--- config.mk ---
export PLATFORM = sky130hd
export DESIGN_NAME = encoder_position_p_controller_unit
export DESIGN_NICKNAME = d
export VERILOG_FILES = /design/src/sv/epc_pkg.sv /design/src/sv/encoder_position_p_controller_unit.sv
export VERILOG_INCLUDE_DIRS = /design/src /design/src/sv
export SDC_FILE = /design/constraint.sdc
export NUM_CORES = 1
export LEC_CHECK = 0
export BUFFER_PORTS_ARGS = -buffer_cell sky130_fd_sc_hd__buf_2
export CAP_MARGIN = 20
export CORE_UTILIZATION = 54
export DETAILED_ROUTE_END_ITERATION = 10
export PLACE_DENSITY_LB_ADDON = 0.2
export SLEW_MARGIN = 15
export SYNTH_ARGS = -nofsm -noshare
export SYNTH_HDL_FRONTEND = slang
export SYNTH_SLANG_ARGS = --single-unit
export TNS_END_PERCENT = 20
--- constraint.sdc ---
create_clock -name clock -period 20 [get_ports clock]
set_input_delay 4 -clock clock [delete_from_list [all_inputs] [get_ports clock]]
set_output_delay 4 -clock clock [all_outputs]
set_load 0.02 [all_outputs]
--- src/sv/encoder_position_p_controller_unit_macros.svh ---
// ----------------------------------------------------------------------------
// Assertion macros for the encoder position controller
// Concurrent checks clocked on the block clock; empty in synthesis builds.
// ----------------------------------------------------------------------------
`ifndef ENCODER_POSITION_P_CONTROLLER_UNIT_MACROS_SVH
`define ENCODER_POSITION_P_CONTROLLER_UNIT_MACROS_SVH

`ifndef SYNTHESIS

// check that is switched off while reset is high
`define EPC_ASSERT(lbl, prop, msg) \
   lbl: assert property (@(posedge clock) disable iff (reset) prop) else $error(msg);

// check that also holds during reset
`define EPC_ASSERT_ALWAYS(lbl, prop, msg) \
   lbl: assert property (@(posedge clock) prop) else $error(msg);

`else

`define EPC_ASSERT(lbl, prop, msg)
`define EPC_ASSERT_ALWAYS(lbl, prop, msg)

`endif

`endif

--- src/sv/epc_pkg.sv ---
// ----------------------------------------------------------------------------
// epc_pkg
// Widths, codes and reset values shared by the encoder position controller.
// ----------------------------------------------------------------------------
package epc_pkg;

   localparam int ACTION_W   = 2;
   localparam int POS_W      = 32;
   localparam int GAIN_W     = 16;
   localparam int TOL_W      = 16;
   localparam int EFFORT_W   = 10;
   localparam int CSR_IDX_W  = 8;
   localparam int CSR_DATA_W = 16;

   typedef enum logic [ACTION_W-1:0] {
      ACT_EDGE_A = 2'd0,
      ACT_EDGE_B = 2'd1,
      ACT_STEP   = 2'd2,
      ACT_ZERO   = 2'd3
   } action_type;

   localparam logic [CSR_IDX_W-1:0] CSR_GAIN       = 8'd0;
   localparam logic [CSR_IDX_W-1:0] CSR_TOLERANCE  = 8'd1;
   localparam logic [CSR_IDX_W-1:0] CSR_MIN_EFFORT = 8'd2;
   localparam logic [CSR_IDX_W-1:0] CSR_MAX_EFFORT = 8'd3;

   localparam logic [GAIN_W-1:0]   GAIN_RESET       = 16'd256;
   localparam logic [TOL_W-1:0]    TOLERANCE_RESET  = 16'd10;
   localparam logic [EFFORT_W-1:0] MIN_EFFORT_RESET = 10'd70;
   localparam logic [EFFORT_W-1:0] MAX_EFFORT_RESET = 10'd400;

   // Q8.8 gain: fraction bits dropped from the product
   localparam int GAIN_FRAC = 8;
   // |error| at or above 2**SAT_BIT saturates for any nonzero gain,
   // since (2**18 * 1) >> 8 = 1024 exceeds any 10-bit max_effort
   localparam int SAT_BIT = EFFORT_W + GAIN_FRAC;

endpackage

--- src/sv/encoder_position_p_controller_unit.sv ---
// ----------------------------------------------------------------------------
// encoder_position_p_controller_unit
// Quadrature position counter with a proportional position controller.
// ----------------------------------------------------------------------------
//
//   channel  ports                                   handshake
//   -------  --------------------------------------  ------------------------
//   request  req_action, req_pin_level, req_target   req_valid / req_stall
//   response rsp_position, rsp_drive,                rsp_valid / rsp_stall
//            rsp_clockwise, rsp_at_target
//   csr      csr_index, csr_data                     csr_valid / csr_ready
//
// One beat per cycle while the response is not stalled; each beat is held in the
// request register, then the response register. The control math (error subtract,
// 18x16 gain multiply, clamps) sits in the one stage between those registers.
// Synchronous active-high reset clears both stages, the count, the encoder
// levels, the drive state and loads the register defaults.
// A stalled response holds; the request side stalls only when its register is
// full and cannot move into the stalled response register.
// ----------------------------------------------------------------------------
module encoder_position_p_controller_unit (
   input  logic                                  clock,
   input  logic                                  reset,
   // request channel
   input  logic                                  req_valid,
   output logic                                  req_stall,
   input  logic [epc_pkg::ACTION_W-1:0]          req_action,
   input  logic                                  req_pin_level,
   input  logic signed [epc_pkg::POS_W-1:0]      req_target,
   // response channel
   output logic                                  rsp_valid,
   input  logic                                  rsp_stall,
   output logic signed [epc_pkg::POS_W-1:0]      rsp_position,
   output logic [epc_pkg::EFFORT_W-1:0]          rsp_drive,
   output logic                                  rsp_clockwise,
   output logic                                  rsp_at_target,
   // register write channel
   input  logic                                  csr_valid,
   output logic                                  csr_ready,
   input  logic [epc_pkg::CSR_IDX_W-1:0]         csr_index,
   input  logic [epc_pkg::CSR_DATA_W-1:0]        csr_data
);
   import epc_pkg::*;

`include "encoder_position_p_controller_unit_macros.svh"

   // ---------------------------------------------------------------- registers
   logic [GAIN_W-1:0]   gain_ff;
   logic [TOL_W-1:0]    tolerance_ff;
   logic [EFFORT_W-1:0] min_effort_ff;
   logic [EFFORT_W-1:0] max_effort_ff;

   // ---------------------------------------------------------------- state
   logic signed [POS_W-1:0] pos_ff,       pos_in;
   logic                    level_a_ff,   level_a_in;
   logic                    level_b_ff,   level_b_in;
   logic [EFFORT_W-1:0]     drive_ff,     drive_in;
   logic                    cw_ff,        cw_in;
   logic                    arrived_ff,   arrived_in;

   // request stage
   logic                    s1_valid_ff;
   action_type              s1_action_ff;
   logic                    s1_level_ff;
   logic signed [POS_W-1:0] s1_target_ff;

   // response stage
   logic                    rsp_valid_ff;
   logic signed [POS_W-1:0] rsp_position_ff;
   logic [EFFORT_W-1:0]     rsp_drive_ff;
   logic                    rsp_clockwise_ff;
   logic                    rsp_at_target_ff;

   // ---------------------------------------------------------------- flow
   logic req_fire;
   logic rsp_free;
   logic s1_fire;

   assign rsp_free  = !rsp_valid_ff || !rsp_stall;
   assign s1_fire   = s1_valid_ff && rsp_free;
   assign req_stall = s1_valid_ff && !rsp_free;
   assign req_fire  = req_valid && !req_stall;
   assign csr_ready = 1'b1;

   // ---------------------------------------------------------------- control math
   logic signed [POS_W:0]         delta;      // exact 33-bit error
   logic [POS_W:0]                err_mag;
   logic                          in_band;
   logic                          err_big;    // saturates for any nonzero gain
   logic [SAT_BIT+GAIN_W-1:0]     product;
   logic [SAT_BIT+GAIN_W-GAIN_FRAC-1:0] scaled;
   logic [EFFORT_W-1:0]           mag_sat;
   logic [EFFORT_W-1:0]           mag_min;
   logic [EFFORT_W-1:0]           mag_out;

   always_comb begin
      delta   = {s1_target_ff[POS_W-1], s1_target_ff} - {pos_ff[POS_W-1], pos_ff};
      err_mag = delta[POS_W] ? (POS_W+1)'(-delta) : delta;
      in_band = err_mag <= (POS_W+1)'(tolerance_ff);
      err_big = |err_mag[POS_W:SAT_BIT];
      product = (SAT_BIT+GAIN_W)'(err_mag[SAT_BIT-1:0]) * (SAT_BIT+GAIN_W)'(gain_ff);
      scaled  = product[SAT_BIT+GAIN_W-1:GAIN_FRAC];

      if (gain_ff == '0) begin
         mag_sat = '0;
      end else if (err_big || scaled > ($bits(scaled))'(max_effort_ff)) begin
         mag_sat = max_effort_ff;
      end else begin
         mag_sat = scaled[EFFORT_W-1:0];
      end

      // deadband lift, then the max clamp wins over a min set above max
      mag_min = (mag_sat != '0 && mag_sat < min_effort_ff) ? min_effort_ff : mag_sat;
      mag_out = (mag_min > max_effort_ff) ? max_effort_ff : mag_min;
   end

   // ---------------------------------------------------------------- next state
   always_comb begin
      pos_in     = pos_ff;
      level_a_in = level_a_ff;
      level_b_in = level_b_ff;
      drive_in   = drive_ff;
      cw_in      = cw_ff;
      arrived_in = arrived_ff;

      case (s1_action_ff)
         ACT_EDGE_A: begin
            level_a_in = s1_level_ff;
            pos_in     = (s1_level_ff == level_b_ff) ? pos_ff + 32'sd1 : pos_ff - 32'sd1;
         end
         ACT_EDGE_B: begin
            level_b_in = s1_level_ff;
            pos_in     = (level_a_ff == s1_level_ff) ? pos_ff - 32'sd1 : pos_ff + 32'sd1;
         end
         ACT_STEP: begin
            if (in_band) begin
               drive_in   = '0;
               cw_in      = 1'b0;
               arrived_in = 1'b1;
            end else begin
               drive_in   = mag_out;
               cw_in      = delta[POS_W] && (mag_sat != '0);
               arrived_in = 1'b0;
            end
         end
         ACT_ZERO: begin
            pos_in = '0;
         end
         default: begin
            pos_in = pos_ff;
         end
      endcase
   end

   // ---------------------------------------------------------------- clocked
   always_ff @(posedge clock) begin
      if (reset) begin
         gain_ff       <= GAIN_RESET;
         tolerance_ff  <= TOLERANCE_RESET;
         min_effort_ff <= MIN_EFFORT_RESET;
         max_effort_ff <= MAX_EFFORT_RESET;
      end else if (csr_valid && csr_ready) begin
         case (csr_index)
            CSR_GAIN:       gain_ff       <= csr_data[GAIN_W-1:0];
            CSR_TOLERANCE:  tolerance_ff  <= csr_data[TOL_W-1:0];
            CSR_MIN_EFFORT: min_effort_ff <= csr_data[EFFORT_W-1:0];
            CSR_MAX_EFFORT: max_effort_ff <= csr_data[EFFORT_W-1:0];
            default: begin
            end
         endcase
      end
   end

   always_ff @(posedge clock) begin
      if (reset) begin
         pos_ff       <= '0;
         level_a_ff   <= 1'b0;
         level_b_ff   <= 1'b0;
         drive_ff     <= '0;
         cw_ff        <= 1'b0;
         arrived_ff   <= 1'b0;
         s1_valid_ff  <= 1'b0;
         rsp_valid_ff <= 1'b0;
      end else begin
         if (req_fire) begin
            s1_valid_ff <= 1'b1;
         end else if (s1_fire) begin
            s1_valid_ff <= 1'b0;
         end

         if (s1_fire) begin
            pos_ff       <= pos_in;
            level_a_ff   <= level_a_in;
            level_b_ff   <= level_b_in;
            drive_ff     <= drive_in;
            cw_ff        <= cw_in;
            arrived_ff   <= arrived_in;
            rsp_valid_ff <= 1'b1;
         end else if (rsp_free) begin
            rsp_valid_ff <= 1'b0;
         end
      end
   end

   // payload registers, no reset
   always_ff @(posedge clock) begin
      if (req_fire) begin
         s1_action_ff <= action_type'(req_action);
         s1_level_ff  <= req_pin_level;
         s1_target_ff <= req_target;
      end
      if (s1_fire) begin
         rsp_position_ff  <= pos_in;
         rsp_drive_ff     <= drive_in;
         rsp_clockwise_ff <= cw_in;
         rsp_at_target_ff <= arrived_in;
      end
   end

   assign rsp_valid     = rsp_valid_ff;
   assign rsp_position  = rsp_position_ff;
   assign rsp_drive     = rsp_drive_ff;
   assign rsp_clockwise = rsp_clockwise_ff;
   assign rsp_at_target = rsp_at_target_ff;

   // ---------------------------------------------------------------- checks
   // a direction is only reported while something is driven
   `EPC_ASSERT(a_cw_needs_drive, rsp_valid_ff |-> (!rsp_clockwise_ff || rsp_drive_ff != '0), "clockwise with zero drive")
   // arrival and a running drive exclude each other
   `EPC_ASSERT(a_arrived_stopped, rsp_valid_ff |-> (!rsp_at_target_ff || rsp_drive_ff == '0), "at_target with nonzero drive")
   // a zero request clears the count in its response
   `EPC_ASSERT(a_zero_clears, (s1_fire && s1_action_ff == ACT_ZERO) |=> (rsp_position_ff == '0), "zero request left a count")
   // an encoder edge moves the count by exactly one
   `EPC_ASSERT(a_edge_step, (s1_fire && (s1_action_ff == ACT_EDGE_A || s1_action_ff == ACT_EDGE_B)) |=> ((rsp_position_ff == $past(pos_ff) + 32'sd1) || (rsp_position_ff == $past(pos_ff) - 32'sd1)), "edge moved count by more than one")
   // after reset neither the request stage nor the response stage holds a beat
   `EPC_ASSERT_ALWAYS(a_reset_empty, reset |=> (!rsp_valid_ff && !s1_valid_ff), "pipeline not empty after reset")

endmodule
* Word-level counts from Yosys, hierarchy flattened *
Index checks and enable logic that the tools add are counted.

word-level totals
  input bits = 64
  output and inout bits = 47
  register bits after elaboration = 179

operators by class
  order comparisons = 4
  $mul = 1
  add/subtract/negate cells = 4
  eq/ne operators = 8
  mux-type cells = 18
  reduce and logical (&&, ||, !) cells = 24

operators with widths
  operator                 number
  $pmux W32 S3             1
  $mux W32                 2
  $mux W10                 6
  $mul A18 B16 Y34         1
  $le A33 B16 Y1           1
  $mux W33                 1
  $neg A33 Y33             1
  $sub A32 B32 Y33         1
  $add A32 B2 Y32 const B  1
  $sub A32 B2 Y32 const B  1
  $gt A26 B10 Y1           1
  $eq A8 B2 Y1 const B     2
  $logic_not A16 Y1        1
  $reduce_or A15 Y1        1
  $reduce_and A2 Y1        6
  $gt A10 B10 Y1           1
  $lt A10 B10 Y1           1
  $reduce_bool A10 Y1      1
  $eq A8 B1 Y1 const B     1
  $logic_not A8 Y1         1
  $mux W1                  8
  $logic_and A1 B1 Y1      5
  $eq A2 B2 Y1 const B     2
  $logic_not A1 Y1         4
  other kinds (5)          8

* Logic depth before layout (Yosys ltp) *
  depth in word-level cells = 15
  gate-level depth with buffers = 74
  mapped depth without buffers = 64

* Least setup slack after synthesis *
Ideal clock, no wire load.

  kind = register to register
  from = reg pos_ff[0]
  to = reg drive_ff[0]
  buffers on the path = 8
  data required time = 19880 ps
  slack = 4261 ps
  setup time = 120 ps
  data arrival time = 15619 ps
  stages on the path, launching flop included = 66
  cell sequence = dfxtp_1 > ha_1 > fa_1 > nor2b_1 > o21ai_2 > a211oi_2 > o211a_1 > or3_1 > clkbuf_1 > clkbuf_1 > a21oi_1 > xnor2_1 > clkbuf_1 > nand2_1 > fa_1 > fa_1 > fa_1 > inv_1 > [... 30 more ...] > nor3b_1 > o32ai_4 > buf_2 > buf_2 > o31ai_1 > nand2_1 > ha_1 > a21o_1 > a21o_1 > a21oi_1 > nor2_1 > a2111oi_0 > a31oi_1 > and3_1 > clkbuf_1 > a22oi_1 > nor2_1 > a211o_1

between the ends
  longest elaborated chain between the ends = 15
  elaborated cells on any way between the ends = 18
  those cells by class = add/sub (2); mul (1); order compare (4); mux (7); reduce/logical (4)

RTL lines
  element                                                       line                                       RTL
  start: declaration                                            encoder_position_p_controller_unit.sv:54   logic signed [POS_W-1:0] pos_ff, pos_in;
  start signal: assignment                                      encoder_position_p_controller_unit.sv:192  pos_ff <= pos_in;
  $sub A32 B32 Y33 *                                            encoder_position_p_controller_unit.sv:97   delta = {s1_target_ff[POS_W-1], s1_target_ff} - {pos_ff[POS_W-1], pos_ff};
  $neg A33 Y33                                                  encoder_position_p_controller_unit.sv:98   err_mag = delta[POS_W] ? (POS_W+1)'(-delta) : delta;
  $mux W33 *                                                    encoder_position_p_controller_unit.sv:98
  $mul A18 B16 Y34                                              encoder_position_p_controller_unit.sv:101  product = (SAT_BIT+GAIN_W)'(err_mag[SAT_BIT-1:0]) * (SAT_BIT+GAIN_W)'(gain_ff);
  $gt A26 B10 Y1                                                encoder_position_p_controller_unit.sv:106  end else if (err_big || scaled > ($bits(scaled))'(max_effort_ff)) begin
  $logic_or A1 B1 Y1                                            encoder_position_p_controller_unit.sv:106
  $mux W10                                                      encoder_position_p_controller_unit.sv:106
  $mux W10                                                      encoder_position_p_controller_unit.sv:104  if (gain_ff == '0) begin
  $lt A10 B10 Y1 / $reduce_bool A10 Y1 (equally long branches)  encoder_position_p_controller_unit.sv:113  mag_min = (mag_sat != '0 && mag_sat < min_effort_ff) ? min_effort_ff : mag_sat;
  $logic_and A1 B1 Y1                                           encoder_position_p_controller_unit.sv:113
  $mux W10                                                      encoder_position_p_controller_unit.sv:113
  $gt A10 B10 Y1                                                encoder_position_p_controller_unit.sv:114  mag_out = (mag_min > max_effort_ff) ? max_effort_ff : mag_min;
  $mux W10                                                      encoder_position_p_controller_unit.sv:114
  $mux W10 *                                                    encoder_position_p_controller_unit.sv:136  if (in_band) begin
  $mux W10 *                                                    encoder_position_p_controller_unit.sv:126  case (s1_action_ff)
  end signal: assignment                                        encoder_position_p_controller_unit.sv:195  drive_ff <= drive_in;
  end: declaration                                              encoder_position_p_controller_unit.sv:57   logic [EFFORT_W-1:0] drive_ff, drive_in;

Every way passes the cells marked *; elsewhere a longest branch is shown, timed or not.
A chain may end at the register's enable or synchronous reset.

* Final worst setup path *
Ends and elaborated chain as after synthesis.

==> out/qor.csv <==
stage,metric,value,unit
min_path,hold_depth,2,
yosys,yosysUniqueCellTypes,102,
sta,slew_viol_final,0,
cts,clockRootBuffer,clkbuf_16,
finish,final_cells,3332,
sta,setup_violations,0,
die,die_h,207,µm
die,row_count,74,
sta,tightest_slew,1.27,ns
power,leakagePower,0.0107,µW
sta,rsz0062_at_grt,no,
setup_path,rr_worst_depth,60,
setup_path,start_kind,flip-flop,
finish,final_common_cell,nand2_1,
finish,area_delta_synth_final,7.00,%
finish,layout.nets,3254,
route,dr.first_iter.drc_count,1952,
sta,fin_crit,18.07,ns
place,numPortBuffers,109,
sta,slew_headroom,14.8,%
cts,clkTransAtPathRegs,0.07,ns
yosys,yosysTopAreaCellShare,19.5,%
yosys,ys_warn_count,0,
yosys,syn_area_per_cell,8.25,µm²
yosys,synth_nets,3227,
cts,postCtsSetupRepairBufs,0,
die,chipWidth,207,µm
die,io_pins,111,
cts,clock_path_buffers,2,
cts,clk_latency,0.48,ns
cts,cts.hold.buffers_added,0,
yosys,synth-edff-count,79,
yosys,synth_top_area_cell,fa_1,
global_routing,grt_pass1_wl,112,mm
sta,finalHoldViolCount,0,
route,vias_per_cell,6.18,
finish,most-common-layout-cells,"392 x nand2_1, 332 x inv_1, 222 x fa_1",
global_routing,grt_pass1_vias,20200,
cts,h-tree-depth,4,
cts,postCtsResizedCells,0,
route,drc,0,
yosys,synth_seq_cells,179,
sta,fin_tns_setup,0,ns
route,ant_nets,0,
yosys,synth_ff_type,dfxtp_1,
setup_path,cpPeakStageDelay,0.70,ns
global_routing,grt_max_degree,84,
place,hpwl,54.3,mm
power,power.density,54.8,mW/mm²
yosys,netlist_area,0.0227,mm²
cts,cts_buffers,17,
yosys,syn_inst,2759,
setup_path,required,20.36,ns
sta,fin_skew,0.0137,ns
power,finalPower,1330,µW
route,vias,20600,
route,routedWlPerCell,21.0,µm
finish,utilization,59.1,%
status,outcome,completed,
cts,cts_tree,done,
setup_path,critPathArrivalTime,18.43,ns
setup_path,critPathKind,reg -> reg,
route,finalWirelength,69.9,mm
cts,cts_sinks,179,
yosys,ys_top_cells_by_area,"fa_1 20%, edfxtp_1 10%, ha_1 10%",
setup_path,end_kind,flip-flop,
global_routing,grt_overflow,0,
flow_run,maxCapViolations,0,
route,dr.pass1.iters,6,
finish,drive_gt1_share,8.50,%
global_routing,antenna_found_initial,4,
yosys,synthArstFlopShare,0,%
die,start_util,55.2,%
setup_path,critPathMaxFanout,29,
yosys,seq_area_frac_synth,19.2,%
die,core,0.0412,mm²
place,placed_cells,3294,
sta,max_freq,55.3,MHz
die,die-area,0.0430,mm²
min_path,hold_class,reg -> reg,
place,gp_congestion,1.01,
global_routing,track_usage,33.2,%
power,ir_drop,82.4,µV
sta,fin_crit_sh,90.4,%
setup_path,cp_slowest_cell,a2111o_1,
==> cell families (layout without fill, tap and decap cells) <==
| logic type | Yosys count | count (layout) | synth area share [%] |
|---|---|---|---|
| and+or+nand+nor | 995 | 995 | 21.6 |
| AOI/OAI and AO/OA | 602 | 602 | 17.6 |
| buffers and inverters | 485 | 525 | 8.21 |
| adders and majority gates | 404 | 404 | 29.5 |
| DFF | 179 | 179 | 19.2 |
| xor gates and xnor gates | 55 | 55 | 2.12 |
| muxes | 38 | 38 | 1.70 |
| other | 1 | 2 | 0.0165 |
==> flip-flops by register name, indices dropped and copies added, names as in the netlist, 2 cells and up <==
register       count
max_effort_ff     10
rsp_position      32
drive_ff          10
min_effort_ff     10
s1_action_ff       2
s1_target_ff      32
gain_ff           16
rsp_drive         10
tolerance_ff      16
pos_ff            32
==> Yosys cell counts, drive strengths merged, types with 9 or more instances <==
library cell	n
xnor2	40
nor2	163
edfxtp	79
nor2b	29
a22o	13
and3	11
buf	16
fa	222
nor3	49
and2	142
xor2	15
o211ai	25
nand3	35
a21oi	194
ha	182
or2	10
nand2	392
mux2i	33
or4	13
nand2b	14
o21bai	9
a31oi	22
dfxtp	100
nor3b	9
inv	334
o21a	18
clkbuf	133
o21ai	100
or3	33
o311ai	10
nor4	30
nand4	41
o31ai	30
a211oi	31
a21o	52
==> critical path: cells and delay by family, from the launching register on <==
kind | cells | cell delay (ns)
flops | 1 | 0.37
buf+inv | 6 | 0.90
xor+xnor | 2 | 0.66
simple gates | 17 | 4.95
fa+ha+maj | 12 | 5.01
mux | 1 | 0.16
compound gates | 22 | 5.84
==> worst paths after layout <==
| path | slack, ns | from | to |
|---|---|---|---|
| max | 1.93 | pos_ff[0]$_SDFFE_PP0P_ | drive_ff[0]$_SDFFE_PP0P_ |
| min | 0.45 | min_effort_ff[8]$_SDFFE_PP0P_ | min_effort_ff[8]$_SDFFE_PP0P_ |
| max reg2reg | 1.93 | pos_ff[0]$_SDFFE_PP0P_ | drive_ff[0]$_SDFFE_PP0P_ |
| min reg2reg | 0.45 | min_effort_ff[8]$_SDFFE_PP0P_ | min_effort_ff[8]$_SDFFE_PP0P_ |
==> through the flow <==
step | instance area, µm² | hold WS [ns] | setup slack, ns
finish | 24300 | 0.452 | 1.93
CTS | 24300 | 0.454 | 1.70
global placement | 23700 | 0.440 | 2.59
global route | 24300 | 0.469 | 0.896
floorplan | 22700 | 0.432 | 4.26
detailed placement | 23700 | 0.445 | 1.82
==> cell type report <==
class / instances / area (µm²)
Antenna cell: 1 / 2.50
Clock inverter: 15 / 175
Fill cell: 3731 / 16900
Sequential cell: 179 / 4370
Multi-Input combinational cell: 2095 / 16500
Inverter: 336 / 1260
Clock buffer: 17 / 425
Tap cell: 532 / 666
Timing Repair Buffer: 157 / 912
==> per-layer routing <==
layer	wire length, µm	vias up	GRT usage [%]
met5	10	-	0
met4	1280	2	8.31
met3	6820	94	7.50
met2	30000	928	49.4
met1	31800	10100	48.5
li1	-	9468	-
==> power breakdown <==
group / internal (µW) / switching, µW / leakage (µW)
sequential: 397 / 9.54 / 0.00158
combinational: 186 / 394 / 0.00888
clock: 187 / 159 / 0.000286
total: 770 / 563 / 0.0107
Note: power is estimated with default switching activity, not from simulation.
